--- config.mk ---
export PLATFORM = sky130hd
export DESIGN_NAME = ascii_command_frame_parser
export DESIGN_NICKNAME = d
export VERILOG_FILES = /design/src/sv/acfp_pkg.sv /design/src/sv/acfp_line.sv /design/src/sv/acfp_verdict.sv /design/src/sv/ascii_command_frame_parser.sv
export VERILOG_INCLUDE_DIRS = /design/src /design/src/sv
export SDC_FILE = /design/constraint.sdc
export NUM_CORES = 1
export LEC_CHECK = 0
export BUFFER_PORTS_ARGS = -buffer_cell sky130_fd_sc_hd__clkbuf_2
export CAP_MARGIN = 25
export CORE_UTILIZATION = 63
export CTS_BUF_LIST = sky130_fd_sc_hd__clkbuf_8
export DETAILED_ROUTE_END_ITERATION = 16
export PLACE_DENSITY = 0.8
export RECOVER_POWER = 25
export SLEW_MARGIN = 20
export SYNTH_ARGS = -nofsm -noshare
export SYNTH_HDL_FRONTEND = slang
export SYNTH_SLANG_ARGS = --single-unit
--- constraint.sdc ---
create_clock -name clock -period 7.13 [get_ports clock]
set_clock_uncertainty 0.15 [all_clocks]
set_input_delay 1.426 -clock clock [delete_from_list [all_inputs] [get_ports clock]]
set_output_delay 1.426 -clock clock [all_outputs]
set_load 0.02 [all_outputs]
--- src/sv/ascii_command_frame_parser_assert.svh ---
// assertion macros shared by the command frame parser
`ifndef ASCII_COMMAND_FRAME_PARSER_ASSERT_SVH
`define ASCII_COMMAND_FRAME_PARSER_ASSERT_SVH

// consequent must hold in the same cycle as the antecedent
`define ACFP_ASSERT_IMPL(lbl, clk, rst, ante, cons) \
   lbl: assert property (@(posedge clk) disable iff (rst) (ante) |-> (cons)) \
      else $error("assertion failed");

// consequent must hold in the cycle after the antecedent
`define ACFP_ASSERT_NEXT(lbl, clk, rst, ante, cons) \
   lbl: assert property (@(posedge clk) disable iff (rst) (ante) |=> (cons)) \
      else $error("assertion failed");

`endif

--- src/sv/acfp_pkg.sv ---
// shared types and constants of the command frame parser
package acfp_pkg;

   localparam int LINE_MAX = 128;
   localparam int LEN_W = $clog2(LINE_MAX);
   localparam int NFIELDS = 6;

   localparam logic [7:0] CH_DOLLAR = 8'h24;
   localparam logic [7:0] CH_STAR   = 8'h2A;
   localparam logic [7:0] CH_COMMA  = 8'h2C;
   localparam logic [7:0] CH_CR     = 8'h0D;
   localparam logic [7:0] CH_LF     = 8'h0A;
   localparam logic [7:0] CH_NUL    = 8'h00;

   localparam logic [31:0] DAC_MAX    = 32'd65535;
   localparam logic [31:0] POWER_MAX  = 32'd1000;
   localparam logic [31:0] TIME_MAX   = 32'd1000000;

   typedef enum logic [3:0] {
      ERR_NONE        = 4'd0,
      ERR_OVERFLOW    = 4'd1,
      ERR_FRAME       = 4'd2,
      ERR_CS_FORMAT   = 4'd3,
      ERR_CS_MISMATCH = 4'd4,
      ERR_EMPTY       = 4'd5,
      ERR_ARM_ARG     = 4'd6,
      ERR_PING_ARG    = 4'd7,
      ERR_SHOT_COUNT  = 4'd8,
      ERR_SHOT_FORMAT = 4'd9,
      ERR_DISARMED    = 4'd10,
      ERR_SHOT_RANGE  = 4'd11,
      ERR_UNKNOWN     = 4'd12
   } err_type;

   typedef enum logic [3:0] {
      CM_START = 4'd0,
      CM_A     = 4'd1,
      CM_AR    = 4'd2,
      CM_ARM   = 4'd3,
      CM_P     = 4'd4,
      CM_PI    = 4'd5,
      CM_PIN   = 4'd6,
      CM_PING  = 4'd7,
      CM_S     = 4'd8,
      CM_SH    = 4'd9,
      CM_SHO   = 4'd10,
      CM_SHOT  = 4'd11,
      CM_DEAD  = 4'd15
   } cm_type;

   typedef struct packed {
      logic [LEN_W-1:0]              length;
      logic                          nul_seen;
      logic                          starts_with_dollar;
      logic                          star_seen;
      logic                          star_right_after_dollar;
      logic [7:0]                    payload_xor;
      logic [1:0]                    hex_digit_count;
      logic [7:0]                    hex_value;
      logic                          hex_bad;
      logic [3:0]                    token_index;
      logic                          in_token;
      cm_type                        command_match;
      logic [NFIELDS-1:0][31:0]      field_value;
      logic [NFIELDS-1:0]            field_digits_only;
   } line_type;

   typedef struct packed {
      logic        is_error;
      err_type     error_code;
      logic [31:0] seq;
      logic        shot_go;
      logic [15:0] dac_x;
      logic [15:0] dac_y;
      logic [19:0] settle_delay;
      logic [19:0] fire_us;
      logic [9:0]  power_level;
   } result_type;

   typedef struct packed {
      logic       has_result;
      result_type result;
      logic       arm_write;
      logic       arm_value;
   } verdict_type;

   function automatic cm_type match_next(cm_type s, logic [7:0] c);
      cm_type n;
      n = CM_DEAD;
      unique case (s)
         CM_START: begin
            if (c == "A") n = CM_A;
            else if (c == "P") n = CM_P;
            else if (c == "S") n = CM_S;
         end
         CM_A:   if (c == "R") n = CM_AR;
         CM_AR:  if (c == "M") n = CM_ARM;
         CM_P:   if (c == "I") n = CM_PI;
         CM_PI:  if (c == "N") n = CM_PIN;
         CM_PIN: if (c == "G") n = CM_PING;
         CM_S:   if (c == "H") n = CM_SH;
         CM_SH:  if (c == "O") n = CM_SHO;
         CM_SHO: if (c == "T") n = CM_SHOT;
         default: n = CM_DEAD;
      endcase
      return n;
   endfunction

endpackage

--- src/sv/acfp_line.sv ---
// per-line parsing state: framing, checksum, tokens and decimal fields
module acfp_line (
   input  logic              clock,
   input  logic              reset,
   input  logic              fire,
   input  logic [7:0]        rx_byte,
   output acfp_pkg::line_type line_state
);
   import acfp_pkg::*;

   line_type line_ff, line_in;
   line_type line_clear;

   logic [LEN_W-1:0] pos;
   logic [3:0]       tok;
   logic [3:0]       digit;
   logic             is_digit;
   logic             hex_ok;
   logic [3:0]       hex_d;
   logic [35:0]      prod;
   logic [2:0]       fidx;

   always_comb begin
      line_clear = '0;
      line_clear.field_digits_only = '1;
   end

   always_comb begin
      line_in  = line_ff;
      pos      = line_ff.length;
      tok      = line_ff.token_index;
      digit    = rx_byte[3:0];
      is_digit = (rx_byte >= "0") && (rx_byte <= "9");
      hex_ok   = 1'b1;
      hex_d    = rx_byte[3:0];
      prod     = '0;
      fidx     = '0;
      if (is_digit) hex_d = rx_byte[3:0];
      else if ((rx_byte >= "a" && rx_byte <= "f") || (rx_byte >= "A" && rx_byte <= "F"))
         hex_d = rx_byte[3:0] + 4'd9;
      else hex_ok = 1'b0;

      if (rx_byte == CH_CR) begin
         line_in = line_ff;
      end else if (rx_byte == CH_LF || line_ff.length >= LEN_W'(LINE_MAX - 1)) begin
         line_in = line_clear;
      end else begin
         line_in.length = line_ff.length + LEN_W'(1);
         if (line_ff.nul_seen) begin
         end else if (rx_byte == CH_NUL) begin
            line_in.nul_seen = 1'b1;
         end else if (pos == '0) begin
            line_in.starts_with_dollar = (rx_byte == CH_DOLLAR);
         end else if (!line_ff.starts_with_dollar) begin
         end else if (!line_ff.star_seen) begin
            if (rx_byte == CH_STAR) begin
               line_in.star_seen = 1'b1;
               line_in.star_right_after_dollar = (pos == LEN_W'(1));
            end else begin
               line_in.payload_xor = line_ff.payload_xor ^ rx_byte;
               if (rx_byte == CH_COMMA) begin
                  line_in.in_token = 1'b0;
               end else begin
                  if (!line_ff.in_token) begin
                     line_in.in_token = 1'b1;
                     if (tok < 4'd8) tok = tok + 4'd1;
                     line_in.token_index = tok;
                  end
                  if (tok == 4'd1) begin
                     line_in.command_match = match_next(line_ff.command_match, rx_byte);
                  end else if (tok >= 4'd2 && tok <= 4'd7) begin
                     fidx = 3'(tok - 4'd2);
                     if (is_digit) begin
                        // value * 10 + digit, saturating at all ones
                        prod = ({4'b0, line_ff.field_value[fidx]} << 3)
                             + ({4'b0, line_ff.field_value[fidx]} << 1)
                             + {32'b0, digit};
                        line_in.field_value[fidx] =
                           (prod[35:32] != 4'b0) ? 32'hFFFF_FFFF : prod[31:0];
                     end else begin
                        line_in.field_digits_only[fidx] = 1'b0;
                     end
                  end
               end
            end
         end else if (line_ff.hex_digit_count < 2'd2) begin
            if (!hex_ok) begin
               line_in.hex_bad = 1'b1;
               line_in.hex_digit_count = 2'd2;
            end else begin
               line_in.hex_value = {line_ff.hex_value[3:0], hex_d};
               line_in.hex_digit_count = line_ff.hex_digit_count + 2'd1;
            end
         end
      end
   end

   always_ff @(posedge clock) begin
      if (reset) begin
         line_ff <= line_clear;
      end else if (fire) begin
         line_ff <= line_in;
      end
   end

   assign line_state = line_ff;

endmodule

--- src/sv/acfp_verdict.sv ---
// end-of-line checks and command execution
module acfp_verdict (
   input  logic                 armed,
   input  logic [7:0]           rx_byte,
   input  acfp_pkg::line_type   line_state,
   output acfp_pkg::verdict_type verdict
);
   import acfp_pkg::*;

   line_type   l;
   result_type r;

   always_comb begin
      l = line_state;
      r = '0;
      verdict = '0;
      if (rx_byte == CH_CR) begin
      end else if (rx_byte != CH_LF) begin
         if (l.length >= LEN_W'(LINE_MAX - 1)) begin
            verdict.has_result = 1'b1;
            r.is_error = 1'b1;
            r.error_code = ERR_OVERFLOW;
         end
      end else if (l.length != '0 && l.starts_with_dollar) begin
         verdict.has_result = 1'b1;
         r.is_error = 1'b1;
         priority if (!l.star_seen || l.star_right_after_dollar) r.error_code = ERR_FRAME;
         else if (l.hex_bad || l.hex_digit_count < 2'd2) r.error_code = ERR_CS_FORMAT;
         else if (l.hex_value != l.payload_xor) r.error_code = ERR_CS_MISMATCH;
         else if (l.token_index == 4'd0) r.error_code = ERR_EMPTY;
         else if (l.command_match == CM_ARM) begin
            if (l.token_index < 4'd2 || !l.field_digits_only[0]) r.error_code = ERR_ARM_ARG;
            else begin
               r.is_error = 1'b0;
               verdict.arm_write = 1'b1;
               verdict.arm_value = (l.field_value[0] != 32'd0);
            end
         end else if (l.command_match == CM_PING) begin
            if (l.token_index < 4'd2 || !l.field_digits_only[0]) r.error_code = ERR_PING_ARG;
            else begin
               r.is_error = 1'b0;
               r.seq = l.field_value[0];
            end
         end else if (l.command_match == CM_SHOT) begin
            priority if (l.token_index < 4'd7) r.error_code = ERR_SHOT_COUNT;
            else if (l.field_digits_only != '1) r.error_code = ERR_SHOT_FORMAT;
            else if (!armed) begin
               r.error_code = ERR_DISARMED;
               r.seq = l.field_value[0];
            end else if (l.field_value[1] > DAC_MAX || l.field_value[2] > DAC_MAX ||
                         l.field_value[5] > POWER_MAX || l.field_value[3] > TIME_MAX ||
                         l.field_value[4] > TIME_MAX) begin
               r.error_code = ERR_SHOT_RANGE;
               r.seq = l.field_value[0];
            end else begin
               r.is_error = 1'b0;
               r.seq = l.field_value[0];
               r.shot_go = 1'b1;
               r.dac_x = l.field_value[1][15:0];
               r.dac_y = l.field_value[2][15:0];
               r.settle_delay = l.field_value[3][19:0];
               r.fire_us = l.field_value[4][19:0];
               r.power_level = l.field_value[5][9:0];
            end
         end else r.error_code = ERR_UNKNOWN;
      end
      verdict.result = r;
   end

endmodule

--- src/sv/ascii_command_frame_parser.sv ---
// Command frame parser top level. One received byte per request; each byte is
// registered, then parsed into the per-line state and, on the newline of a line
// that starts with a dollar sign or on an overflow, into a result register.
// Throughput is one byte per clock while the result side keeps up; a result
// passes the input byte register and then the result register on its way to
// the output. Reset clears all line state and the armed flag at once.
module ascii_command_frame_parser (
   input  logic          clock,
   input  logic          reset,
   input  logic          req_tvalid,
   output logic          req_tready,
   input  logic [7:0]    req_tdata,    // rx_byte[7:0]
   output logic          rsp_tvalid,
   input  logic          rsp_tready,
   output logic [119:0]  rsp_tdata,    // error_code, seq, shot_go, dac_x, dac_y,
                                       // settle_delay, fire_us, power_level, pad
   output logic          rsp_tuser     // is_error
);
   import acfp_pkg::*;

   logic        in_valid_ff, in_valid_in;
   logic [7:0]  in_byte_ff;
   logic        rsp_valid_ff, rsp_valid_in;
   result_type  rsp_ff;
   logic        armed_ff, armed_in;
   logic        advance, fire;
   line_type    line_state;
   verdict_type verdict;

   assign advance    = !rsp_valid_ff || rsp_tready;
   assign fire       = in_valid_ff && advance;
   assign req_tready = !in_valid_ff || advance;

   acfp_line u_line (
      .clock      (clock),
      .reset      (reset),
      .fire       (fire),
      .rx_byte    (in_byte_ff),
      .line_state (line_state)
   );

   acfp_verdict u_verdict (
      .armed      (armed_ff),
      .rx_byte    (in_byte_ff),
      .line_state (line_state),
      .verdict    (verdict)
   );

   always_comb begin
      in_valid_in = in_valid_ff;
      if (req_tvalid && req_tready) in_valid_in = 1'b1;
      else if (fire) in_valid_in = 1'b0;
      rsp_valid_in = rsp_valid_ff;
      if (fire && verdict.has_result) rsp_valid_in = 1'b1;
      else if (rsp_tready) rsp_valid_in = 1'b0;
      armed_in = armed_ff;
      if (fire && verdict.arm_write) armed_in = verdict.arm_value;
   end

   always_ff @(posedge clock) begin
      if (reset) begin
         in_valid_ff  <= 1'b0;
         rsp_valid_ff <= 1'b0;
         armed_ff     <= 1'b0;
      end else begin
         in_valid_ff  <= in_valid_in;
         rsp_valid_ff <= rsp_valid_in;
         armed_ff     <= armed_in;
      end
   end

   always_ff @(posedge clock) begin
      if (req_tvalid && req_tready) in_byte_ff <= req_tdata;
      if (fire && verdict.has_result) rsp_ff <= verdict.result;
   end

   assign rsp_tvalid = rsp_valid_ff;
   assign rsp_tuser  = rsp_ff.is_error;
   assign rsp_tdata  = {1'b0, rsp_ff.power_level, rsp_ff.fire_us, rsp_ff.settle_delay,
                        rsp_ff.dac_y, rsp_ff.dac_x, rsp_ff.shot_go, rsp_ff.seq,
                        rsp_ff.error_code};

`include "ascii_command_frame_parser_assert.svh"

   `ACFP_ASSERT_IMPL(a_go_not_error, clock, reset, rsp_valid_ff && rsp_ff.shot_go, !rsp_ff.is_error)
   `ACFP_ASSERT_IMPL(a_error_has_code, clock, reset, rsp_valid_ff, rsp_ff.is_error == (rsp_ff.error_code != ERR_NONE))
   `ACFP_ASSERT_NEXT(a_arm_only_by_command, clock, reset, !(fire && verdict.arm_write), armed_ff == $past(armed_ff))

endmodule

* Word level (Yosys, flattened, before mapping)
Cells that the tools add are included.
** Operators by class
- Add/subtract/negate cells :: 7
- $lt $le $gt $ge :: 20
- Equal/unequal tests :: 42
- Muxes and demuxes :: 133
- Bitwise gates (word level) :: 5
- Reduce and logical (&&, ||, !) cells :: 57
** Operators with widths (number)
- 115-bit two-way mux :: 17
- 228-bit two-way mux :: 2
- 207-bit two-way mux :: 2
- 198-bit two-way mux :: 2
- 36-bit two-way mux :: 9
- 83-bit two-way mux :: 3
- 237-bit two-way mux :: 1
- 230-bit two-way mux :: 1
- 229-bit two-way mux :: 1
- 202-bit two-way mux :: 1
- 192-bit bitwise mux :: 1
- 192-bit two-way mux :: 1
- 32-bit two-way mux :: 4
- 120-bit two-way mux :: 1
- 4-bit two-way mux :: 30
- 32-bit binary-select mux with 3-bit select :: 1
- 32-bit demux with 3-bit select :: 1
- 8-bit by 7-bit equality test with 1-bit output (second input constant) :: 11
- 32-bit by 16-bit > comparator with 1-bit output (second input constant) :: 2
- 32-bit by 20-bit > comparator with 1-bit output (second input constant) :: 2
- 37-bit two-way mux :: 1
- 35-bit by 33-bit adder with 36-bit output :: 1
- 36-bit by 4-bit adder with 36-bit output :: 1
- 4-bit one-hot mux with 9 select lines :: 1
- other kinds (63) :: 167
** Word-level totals
- Register bits :: 368
- Input bits :: 12
- Output and inout bits :: 123
- Logic and storage cells :: 296

* Depth between registers and ports, before layout
Gate-level depths: netlist (run 1).
- Depth in word-level cells :: 35
- Mapped depth :: 26
- Gate-level depth less buffers :: 21

* By module
A second synthesis (run 1) with hierarchy kept.
** Unflattened totals
- Cell total of the unflattened synthesis :: 1905
- Area, all modules :: 19398.6 sq um
** Modules (own cells, without submodules)
- acfp_line :: times used 1, cells each 1400, area an instance 12927.4 sq um, seq. area each 4744.6 sq um
- ascii_command_frame_parser :: times used 1, cells each 147, area an instance 3988.8 sq um, seq. area each 3903.7 sq um
- acfp_verdict :: times used 1, cells each 358, area an instance 2482.4 sq um, seq. area each 0.0 sq um

* Worst setup path after synthesis (run 1)
OpenSTA, ideal clock, no wires.
- Path type :: reg-to-reg
- From :: register u_line.line_ff, in the netlist u_line.line_state[203]
- To :: register u_line.line_ff, in the netlist u_line.line_state[120]
- Library setup time :: 0.125 ns
- Arrival time :: 5.937 ns
- Required time :: 6.855 ns
- Path slack :: 0.918 ns
- Stages on the path, launching flop included :: 26
- Buffers on the path :: 5
- Period minus slack after synthesis :: 6.212 ns
- Cells stage by stage :: dfxtp_1 inv_1 ha_1 nor3b_1 nor2_1 clkbuf_1 inv_1 ha_1 clkbuf_1 o21bai_1 clkbuf_1 o21ai_0 fa_1 inv_1 fa_1 nor2b_1 o2111ai_1 a21o_1 a2111oi_1 o21ai_0 a2bb2oi_1 o211ai_2 buf_4 buf_8 nor2_4 o2bb2ai_2
** On the way
- Cells in the longest elaborated chain, start to end :: 31
- Elaborated cells between the ends (all ways) :: 44
- Classes of those cells :: 4 x add/sub; 5 x order compare; 2 x eq/ne; 28 x mux; 5 x reduce/logical
** RTL lines
- from (decl) :: RTL line acfp_line.sv:11 : line_type line_ff, line_in;
- from (signal assigned) :: RTL line acfp_line.sv:100 : line_ff <= line_clear;
- from (signal assigned) :: RTL line acfp_line.sv:102 : line_ff <= line_in;
- 4-bit by 1-bit adder with 4-bit output or 4-bit < comparator (tied branches) :: RTL line acfp_line.sv:66 : if (tok < 4'd8) tok = tok + 4'd1;
- 4-bit two-way mux :: RTL line acfp_line.sv:66
- 4-bit two-way mux (*) :: RTL line acfp_line.sv:64 : if (!line_ff.in_token) begin
- 4-bit two-way mux (*) :: RTL line acfp_line.sv:61 : if (rx_byte == CH_COMMA) begin
- 4-bit two-way mux (*) :: RTL line acfp_line.sv:56 : if (rx_byte == CH_STAR) begin
- 4-bit two-way mux (*) :: RTL line acfp_line.sv:55 : end else if (!line_ff.star_seen) begin
- 4-bit two-way mux (*) :: RTL line acfp_line.sv:54 : end else if (!line_ff.starts_with_dollar) begin
- 4-bit two-way mux (*) :: RTL line acfp_line.sv:52 : end else if (pos == '0) begin
- (+15 left out)
- 202-bit two-way mux :: RTL line acfp_line.sv:61
- 207-bit two-way mux :: RTL line acfp_line.sv:56
- 207-bit two-way mux :: RTL line acfp_line.sv:55
- 228-bit two-way mux :: RTL line acfp_line.sv:54
- 228-bit two-way mux :: RTL line acfp_line.sv:52
- 229-bit two-way mux :: RTL line acfp_line.sv:50 : end else if (rx_byte == CH_NUL) begin
- 230-bit two-way mux :: RTL line acfp_line.sv:49 : if (line_ff.nul_seen) begin
- 237-bit two-way mux :: RTL line acfp_line.sv:45 : end else if (rx_byte == CH_LF || line_ff.length >= LEN_W'(LINE_MAX - 1)) begin
Mark *: on every way between the ends. The rest lies on a longest branch, timed or not. The select of a mux whose other input is x is not followed.
A chain may end at the register's enable or synchronous reset.

* Worst setup path in the final report (run 1)
- From :: register u_line.line_ff, in the netlist u_line.line_state[203]
- To :: register u_line.line_ff, in the netlist u_line.line_state[22]
The elaborated chain is that of the path after synthesis.

==> flow_summary.json, run 1 <==
{
  "status": "complete, but fails checks",
  "violations": "capacitance limit, slew limit",
  "die_h_microns": 173,
  "cp-end-kind": "flip-flop",
  "synth_mux_area_frac": 0.0582,
  "synth_compound_area_frac": 0.203,
  "ir_worst_vdd_mv": 0.161,
  "place_ws_ns": 0.331,
  "final_cells": 2258,
  "syn-num-nets": 1804,
  "wl_per_cell_microns": 23.3,
  "finalSetupViolations": 0,
  "arrival_ns": 7.08,
  "clk_latency_ns": 0.62,
  "vias": 14800,
  "synthSimpleGateAreaFrac": 0.162,
  "postRouteAntennaNets": 0,
  "synth_top_family_by_area": "compound AO/OA/AOI/OAI gates",
  "p_sw_frac": 0.229,
  "synth-xor-area-share": 0.0229,
  "dieWidth_microns": 173,
  "start_kind": "flip-flop",
  "cell_internal_pwr_mw": 3.09,
  "num-fill-cells": 2093,
  "crit_required_ns": 7.49,
  "cts_setup_buffers": 0,
  "synth-seq-cells": 368,
  "p_sw_mw": 0.917,
  "wl_mm": 52.6,
  "cts_resized": 0,
  "drtPass1Iterations": 6,
  "tns_ns": 0,
  "core_area_sq_um": 28700,
  "crit_start": "u_line.line_state[203]",
  "period_needed_ns": 6.71,
  "num-nets-final": 1916,
  "start_util": 0.641,
  "utilization": 0.709,
  "postPlaceCellArea_sq_um": 19300,
  "cts_max_path_buffers": 3,
  "ys_warn_count": 0,
  "placed_cells": 2151,
  "avgViaCountPerCell": 6.57,
  "clkPwrFrac": 0.437,
  "cts_hold_buf": 0,
  "drc": 0,
  "syn_area_per_cell_sq_um": 10.7,
  "synth_edf_count": 128,
  "drv_slew": 32,
  "track_usage": 0.348,
  "clkTransAtPathRegs_ns": 0.07,
  "dp_hpwl_mm": 37.2,
  "setup_ws_ns": 0.415,
  "r2r_start": "u_line.line_state[203]",
  "root_buffer": "clkbuf_8",
  "grt_start_max_net_pins": 81,
  "num_antenna_cells": 0,
  "cts_max_level": 2,
  "grt_antenna_before_repair": 1,
  "worstSetupPathType": "flip-flop to flip-flop",
  "first_iter_violations": 1691,
  "slowest_delay_ns": 0.50,
  "synthCells": 1714,
  "rows": 62,
  "hp-class": "flip-flop to flip-flop",
  "cts_made_buffers": 56,
  "cts_sinks": 368,
  "hold_ws_ns": 0.314,
  "max-cap-violations": 1,
  "dieArea_sq_um": 29900,
  "power_frac_comb": 0.020,
  "synth-async-reset-ratio": 0,
  "crit_top_cell": "ha_1",
  "gp_congestion": 1.08,
  "hold_viol": 0,
  "fin_area_sq_um": 20400,
  "drive_above_1_share": 0.136,
  "path_cells": "inv_1 -> ha_1 -> nor3b_2 -> nor2_4 -> inv_1 -> ha_1 -> o21bai_2 -> buf_4 -> o21ai_0 -> ha_1 -> ha_1 -> inv_1 -> fa_1 -> nor2b_1 -> o2111ai_1 -> a21o_1 -> a2111oi_2 -> o21ai_0 -> a2bb2oi_1 -> o211ai_2 -> nand2b_1 -> a22o_1",
  "synthFlopType": "dfxtp_1",
  "r2r_slack_ns": 0.42,
  "rsz0062_at_grt": "true",
  "grt_pass1_vias": 14200,
  "pwr_density_cell_nw_per_um2": 197,
  "fin_crit_sh": 0.942,
  "slew_headroom": -0.153,
  "worstMarginPinSlew_ns": 1.73,
  "grt_overflow_total": 0,
  "seqPwrFrac": 0.543,
  "port_buffers": 133,
  "synth_fa_ha_area_frac": 0.0539,
  "max_freq_mhz": 149,
  "synth.distinct_cells": 86,
  "slowest_stage": "dfxtp_1",
  "min_from": "u_line.line_state[5]",
  "cts_tree": "yes",
  "crit_path_max_fanout": 17,
  "io_pins": 135,
  "yosysSeqAreaShare": 0.470,
  "syn-cell-area_sq_um": 18400,
  "p_total_mw": 4.01,
  "area_delta_synth_final_pct": 10.6,
  "p_leak_nw": 8.06,
  "grt_first_pass_wirelength_mm": 81.4
}
==> per-layer routing <==
layer,global-route usage,vias to the layer above,share of wire,routed length (microns)
li1,-,6693,-,-
met1,0.471,7116,0.41,21600
met2,0.547,886,0.45,23900
met3,0.0532,148,0.088,4620
met4,0.171,0,0.048,2500
met5,0,-,0,0
==> cells in the mapped netlist, types with 4 or more instances <==
cell type  count  area (sq um)
a21o_1        20           150
nor3b_1        4          30.0
nand2_1      106           398
o2bb2ai_1     79           692
dfxtp_1      240          4800
a31oi_1       12          75.1
a21boi_0       5          37.5
mux4_2        31           698
nor2b_1        8          50.1
and2_1       118           738
a22o_1        54           473
xor2_1        30           263
o21bai_1       6          45.0
a21oi_1       91           455
nand4_1       22           138
inv_2          6          22.5
ha_1          76           951
a211oi_1       8          60.1
inv_1         26          97.6
nand2b_1      23           144
nor2_1       113           424
o211ai_1      13          97.6
and4_1        10          87.6
edfxtp_1     128          3840
nand3_1       28           140
o21ai_0       77           385
mux2i_1       36           360
nand3_2        6          60.1
nor2_4        10           113
and3_1        11          68.8
o31ai_1        5          37.5
or3_1          5          31.3
buf_2         13          65.1
buf_1          8          30.0
nor3_1        18          90.1
o21a_1         6          45.0
xnor2_1       18           158
o21ai_1        4          20.0
o2bb2ai_2     60           901
clkbuf_1      78           293
nor4_1        40           250
==> worst paths after layout <==
path         depth (start not counted)                     to
min                                  2   u_line.line_state[5]
max                                 22  u_line.line_state[22]
max reg2reg                         22  u_line.line_state[22]
min reg2reg                          2   u_line.line_state[5]
==> area by class of cell <==
class / instances / area, sq um / area share
Clock inverter: 42 / 265 / 0.0130
Clock buffer: 64 / 881 / 0.0433
Multi-Input combinational cell: 1213 / 9280 / 0.456
Sequential cell: 368 / 8650 / 0.425
Tap cell: 384 / 480 / 0.0236
Timing Repair Buffer: 155 / 677 / 0.0333
Inverter: 32 / 123 / 0.00602
==> cell families (layout without fill, tap and decap cells) <==
group           count (synthesis)  in the layout
xor+xnor                       48             48
buf+inv                       134            293
compound gates                469            470
flops                         368            368
mux                            68             68
fa+ha+maj                      78             78
simple gates                  548            548
other cells                     1              1
==> sequential cells by signal, summed over array words and instances (netlist names) <==
signal / cells
armed_ff: 1
rsp_tuser: 1
rsp_tvalid: 1
in_valid_ff: 1
in_byte_ff: 8
u_line.pos: 7
u_line.line_state: 230
rsp_tdata: 119
==> critical path: cells and delay by family (launching register included) <==
family          cells  cell delay [ns]
flops               1             0.50
fa+ha+maj           5             1.38
simple gates        4             1.04
compound gates      9             2.95
buf+inv             4             0.59
==> placed cells by master (no fill, tap or decap), types with 20 or more instances in the layout <==
master and count:
nor2_1 105, edfxtp_1 128, mux2i_1 36, clkbuf_1 123, nor4_1 40, buf_4 22, a21oi_1 91, dfxtp_1 240
a22o_1 54, a21o_1 20, xor2_1 30, nand2_1 106, nand3_1 28, nand2b_1 23, clkbuf_8 64, inv_1 40
o2bb2ai_2 60, nand4_1 22, o2bb2ai_1 79, o21ai_0 78, and2_1 116, ha_1 76, mux4_2 31
==> power by group through the flow <==
stage	registers [mW]	clock network, mW	logic [mW]
global route	2.17	1.85	0.0834
finish	2.17	1.75	0.0789
CTS	2.17	1.77	0.0768
global placement	2.22	0	0.0748
floorplan	2.21	0	0.0543
detailed placement	2.22	0	0.0761
Note: power is estimated with default switching activity, not from simulation.
==> run 2, diff against run 1 <==
--- a/config.mk
+++ b/config.mk
@@ -11,6 +11,7 @@
 export CORE_UTILIZATION = 63
 export CTS_BUF_LIST = sky130_fd_sc_hd__clkbuf_8
 export DETAILED_ROUTE_END_ITERATION = 16
+export GPL_TIMING_DRIVEN = 0
 export PLACE_DENSITY = 0.8
 export RECOVER_POWER = 25
 export SLEW_MARGIN = 20
==> flow_summary.json, run 2 (same netlist as run 1, synthesis figures left out) <==
{
  "status": "complete, but fails checks",
  "violations": "capacitance limit, slew limit",
  "rsz0062_at_grt": "false",
  "largest_reg_flops": 230,
  "cts_tree": "yes",
  "grt_antenna_before_repair": 0,
  "io_pins": 135,
  "hp-class": "flip-flop to flip-flop",
  "max-cap-violations": 1,
  "multiInputGateArea_sq_um": 9330,
  "vias": 15200,
  "dp_hpwl_mm": 40.1,
  "arrival_ns": 7.09,
  "rr_worst_depth": 23,
  "dieArea_sq_um": 29900,
  "die_h_microns": 173,
  "grt_overflow_total": 0,
  "min_from": "u_line.line_state[213]",
  "holdPathStages": 2,
  "cp-end-kind": "flip-flop",
  "grt_first_pass_wirelength_mm": 82.3,
  "crit_required_ns": 7.44,
  "gp_congestion": 0.954,
  "num_antenna_cells": 0,
  "cts_made_buffers": 55,
  "area_delta_synth_final_pct": 12.7,
  "wl_per_cell_microns": 23.1,
  "first_iter_violations": 1675,
  "clkTransAtPathRegs_ns": 0.07,
  "worstSetupPathType": "flip-flop to flip-flop",
  "slew_headroom": -0.00855,
  "pwr_density_cell_nw_per_um2": 194,
  "mostFrequentLayoutCell": "dfxtp_1",
  "placed_cells": 2232,
  "tns_ns": 0,
  "grt_start_max_net_pins": 97,
  "drv_slew": 25,
  "start_kind": "flip-flop",
  "clk_latency_ns": 0.61,
  "avgViaCountPerCell": 6.49,
  "dieWidth_microns": 173,
  "core_area_sq_um": 28700,
  "postRouteAntennaNets": 0,
  "cts_sinks": 368,
  "crit_path_max_fanout": 10,
  "slowest_delay_ns": 0.48,
  "cts_max_level": 2,
  "max_freq_mhz": 148,
  "drc": 0,
  "r2r_slack_ns": 0.35,
  "root_buffer": "clkbuf_8",
  "final_cells": 2339,
  "cts_max_path_buffers": 3,
  "worstHoldEndpoint": "u_line.line_state[213]",
  "path_cells": "inv_1 -> ha_1 -> nor3b_2 -> nor2_2 -> clkbuf_4 -> inv_1 -> ha_2 -> o21bai_2 -> clkbuf_2 -> o21ai_1 -> fa_1 -> ha_1 -> a211oi_1 -> o21ai_1 -> a311o_1 -> or3_1 -> a21oi_1 -> o22a_1 -> o211ai_2 -> buf_12 -> clkbuf_4 -> nor2_4 -> o2bb2ai_1",
  "r2r_start": "u_line.line_state[204]",
  "p_leak_nw": 8.17,
  "wl_mm": 54.0,
  "hold_viol": 0,
  "period_needed_ns": 6.78,
  "drive_above_1_share": 0.137,
  "drtPass1Iterations": 8,
  "seq_area_sq_um": 8650,
  "reg2reg_to": "u_line.line_state[46]",
  "port_buffers": 133,
  "fin_crit_sh": 0.951,
  "grt_pass1_vias": 14300,
  "finalSetupViolations": 0,
  "track_usage": 0.356,
  "num-nets-final": 1998,
  "ir_worst_vdd_mv": 0.150,
  "rows": 62,
  "slowest_stage": "fa_1",
  "cts_hold_buf": 0,
  "final_cell_mix": "dfxtp_1 (239), clkbuf_1 (195), edfxtp_1 (128), and2_1 (117), nand2_1 (106)",
  "num-fill-cells": 2100,
  "worstMarginPinSlew_ns": 1.50,
  "start_util": 0.641
}
-- run 2: cell count changes in the layout (fill, tap and decap cells not counted), moves of 6 or more --
cell,change
buf_1,+7
buf_2,+13
buf_4,-19
clkbuf_1,+72
clkbuf_8,-6
nor2_4,+9
-- run 2: worst max-delay path by stage --
stage          slack (ns)                     end                   start  cells past startpoint
2_1_floorplan        0.92  u_line.line_state[120]  u_line.line_state[203]                     25
3_3_place_gp        -1.56   u_line.line_state[12]  u_line.line_state[203]                     24
3_5_place_dp        -1.59  u_line.line_state[107]  u_line.line_state[203]                     24
4_1_cts              0.02  u_line.line_state[163]  u_line.line_state[203]                     23
5_1_grt              0.05   u_line.line_state[14]  u_line.line_state[204]                     25
6_report             0.35   u_line.line_state[46]  u_line.line_state[204]                     23
-- run 2: per-layer routing --
metal / up-vias / routed length, microns / track usage
met4: 0 / 2650 / 0.176
met3: 168 / 5380 / 0.0701
li1: 6851 / - / -
met5: - / 0 / 0
met1: 7237 / 22300 / 0.491
met2: 930 / 23700 / 0.538
-- run 2: cell type report --
type                    instances  area share
multi-input cells            1212       0.450
flip-flops and latches        368       0.417
inverters                      32     0.00586
well taps                     384      0.0232
repair buffers                138      0.0286
clock buffers                  58      0.0385
clock inverters                46      0.0158
plain buffers                 101      0.0205
-- run 2: power breakdown --
group / switching (mW) / internal (mW) / total (mW)
sequential: 0.0108 / 2.16 / 2.17
combinational: 0.0650 / 0.0208 / 0.0858
clock: 0.841 / 0.915 / 1.76
total: 0.917 / 3.10 / 4.01
-- run 2: worst max-delay path, delay by kind of cell, from the launching register on --
| family | cells | cell delay (ns) |
|---|---|---|
| flip-flops | 1 | 0.45 |
| AND/OR/NAND/NOR | 4 | 1.14 |
| AO/OA/AOI/OAI | 9 | 2.17 |
| adder cells (fa/ha/maj) | 4 | 1.53 |
| buffers and inverters | 6 | 1.18 |
-- run 2: what timing repair did --
item,in CTS,in global routing
setup endpoints to repair,192,192
pin swaps,1,1
buffers inserted,1,1
resized for setup,22,21
-- run 2: metrics by stage --
stage	hold slack (ns)	setup WS [ns]	util	area (sq um)	power [mW]
2_1_floorplan	0.285	0.918	-	18400	2.27
3_3_place_gp	0.297	-1.56	0.681	19500	2.30
3_5_place_dp	0.307	-1.59	0.682	19600	2.30
4_1_cts	0.325	0.0207	0.723	20800	4.01
5_1_grt	0.342	0.0505	0.722	20700	4.12
6_report	0.322	0.350	0.722	20700	4.01
==> run 3, diff against run 2 <==
--- a/config.mk
+++ b/config.mk
@@ -8,11 +8,11 @@
 export LEC_CHECK = 0
 export BUFFER_PORTS_ARGS = -buffer_cell sky130_fd_sc_hd__clkbuf_2
 export CAP_MARGIN = 25
-export CORE_UTILIZATION = 63
-export CTS_BUF_LIST = sky130_fd_sc_hd__clkbuf_8
+export CORE_UTILIZATION = 61
+export CTS_BUF_LIST = sky130_fd_sc_hd__clkbuf_8 sky130_fd_sc_hd__clkbuf_16
 export DETAILED_ROUTE_END_ITERATION = 16
 export GPL_TIMING_DRIVEN = 0
-export PLACE_DENSITY = 0.8
+export PLACE_DENSITY = 0.78
 export RECOVER_POWER = 25
 export SLEW_MARGIN = 20
 export SYNTH_ARGS = -nofsm -noshare
==> flow_summary.json, run 3 (same netlist as run 1, synthesis figures left out) <==
{
  "status": "complete, but fails checks",
  "violations": "capacitance limit, slew limit",
  "core_area_sq_um": 29600,
  "port_buffers": 133,
  "die_h_microns": 176,
  "dieArea_sq_um": 30900,
  "clk_latency_ns": 0.54,
  "start_util": 0.621,
  "worstMarginPinSlew_ns": 1.75,
  "postRouteAntennaNets": 0,
  "grt_start_max_net_pins": 92,
  "wl_mm": 54.3,
  "hold_ws_ns": 0.320,
  "utilization": 0.703,
  "cp-end-kind": "flip-flop",
  "dr_wl_met2_mm": 24.0,
  "num_antenna_cells": 0,
  "gp_congestion": 0.946,
  "grt_pass1_vias": 14200,
  "cts_sinks": 368,
  "cts_max_path_buffers": 3,
  "rsz0062_at_grt": "false",
  "cts_tree": "yes",
  "largest_reg_flops": 230,
  "r2r_start": "u_line.line_state[204]",
  "drive_above_1_share": 0.128,
  "drv_slew": 30,
  "wl_met3_mm": 5.36,
  "num-nets-final": 1978,
  "p_leak_nw": 8.18,
  "dp_hpwl_mm": 40.3,
  "cts_max_level": 2,
  "start_kind": "flip-flop",
  "period_needed_ns": 6.85,
  "place_ws_ns": -1.47,
  "avgViaCountPerCell": 6.62,
  "cts_made_buffers": 37,
  "vias": 15300,
  "track_usage": 0.352,
  "first_iter_violations": 1794,
  "max-cap-violations": 1,
  "grt_overflow_total": 0,
  "grt_first_pass_wirelength_mm": 83.1,
  "wl_per_cell_microns": 23.5,
  "worstSetupPathType": "flip-flop to flip-flop",
  "mostFrequentLayoutCell": "dfxtp_1",
  "final_cell_mix": "dfxtp_1 (239), clkbuf_1 (195), edfxtp_1 (128), and2_1 (117), nand2_1 (106)",
  "drtPass1Iterations": 6,
  "arrival_ns": 7.12,
  "dieWidth_microns": 176,
  "hold_viol": 0,
  "crit_required_ns": 7.40,
  "grt_antenna_before_repair": 0,
  "setup_ws_ns": 0.281,
  "fin_crit_sh": 0.961,
  "wl_met1_mm": 22.6,
  "hp-class": "flip-flop to flip-flop",
  "crit_start": "u_line.line_state[204]",
  "min_from": "u_line.line_state[214]",
  "cts_hold_buf": 0,
  "root_buffer": "clkbuf_16",
  "slew_headroom": -0.175,
  "maxUsedRoutingLayer": "met4",
  "max_freq_mhz": 146,
  "finalSetupViolations": 0,
  "drc": 0,
  "io_pins": 135,
  "area_delta_synth_final_pct": 13.3,
  "ir_worst_vdd_mv": 0.171,
  "pwr_density_cell_nw_per_um2": 208,
  "crit_path_max_fanout": 10,
  "rows": 63,
  "clkTransAtPathRegs_ns": 0.07
}
## run 3: stage by stage
stage | TNS [ns] | std cells | area [sq um] | power (mW)
6_report | 0 | 2307 | 20800 | 4.32
4_1_cts | 0 | 2307 | 20900 | 4.32
3_3_place_gp | -208.34 | 2237 | 19500 | 2.30
3_5_place_dp | -235.89 | 2238 | 19600 | 2.30
5_1_grt | 0 | 2307 | 20800 | 4.41
2_1_floorplan | 0 | 1714 | 18400 | 2.27
## run 3: timing repair
item / CTS / global route
endpoints found under the setup margin: 192 / 192
buffers inserted: 1 / 0
gates resized for setup: 23 / 17
pin swaps: 1 / 0
## run 3: worst max-delay path, cell delays in order (launching register included)
cell and delay, ns:
dfxtp_1 0.47, inv_1 0.08, ha_1 0.33, nor3b_2 0.20, nor2_2 0.21, clkbuf_4 0.32
inv_1 0.11, ha_2 0.46, o21bai_2 0.25, buf_2 0.34, o21ai_0 0.23, ha_1 0.34
ha_1 0.22, inv_1 0.07, fa_1 0.41, nor2b_1 0.17, o2111ai_1 0.23, a21o_1 0.29
a2111oi_2 0.42, o21ai_0 0.13, a2bb2oi_1 0.17, o211ai_2 0.21, buf_4 0.27, nand2b_1 0.33
a22o_1 0.29
## run 3: area by class of cell
class                           instances  area [sq um]
Multi-Input combinational cell       1212          9300
Fill cell                            2266          8800
Sequential cell                       368          8650
Clock buffer                           40           967
Timing Repair Buffer                  136           561
Tap cell                              390           488
Buffer                                101           425
Clock inverter                         28           319
Inverter                               32           121
## run 3: final timing paths
path / endpoint / slack, ns / depth (start not counted)
worst max-delay path: u_line.line_state[53] / 0.28 / 24
worst min-delay path: u_line.line_state[214] / 0.32 / 2
worst max register to register: u_line.line_state[53] / 0.28 / 24
worst min register to register: u_line.line_state[214] / 0.32 / 2
## run 3: power by group
group,internal (mW),switching [mW],leakage [nW]
Combinational,0.0207,0.0658,4.12
Sequential,2.16,0.0107,3.40
Clock,1.21,0.854,0.653
Total,3.39,0.930,8.18
## run 3: metal layers
layer,GRT usage,vias to the layer above
met5,0,-
met4,0.150,0
met3,0.0582,148
met2,0.537,957
met1,0.495,7361
li1,-,6796
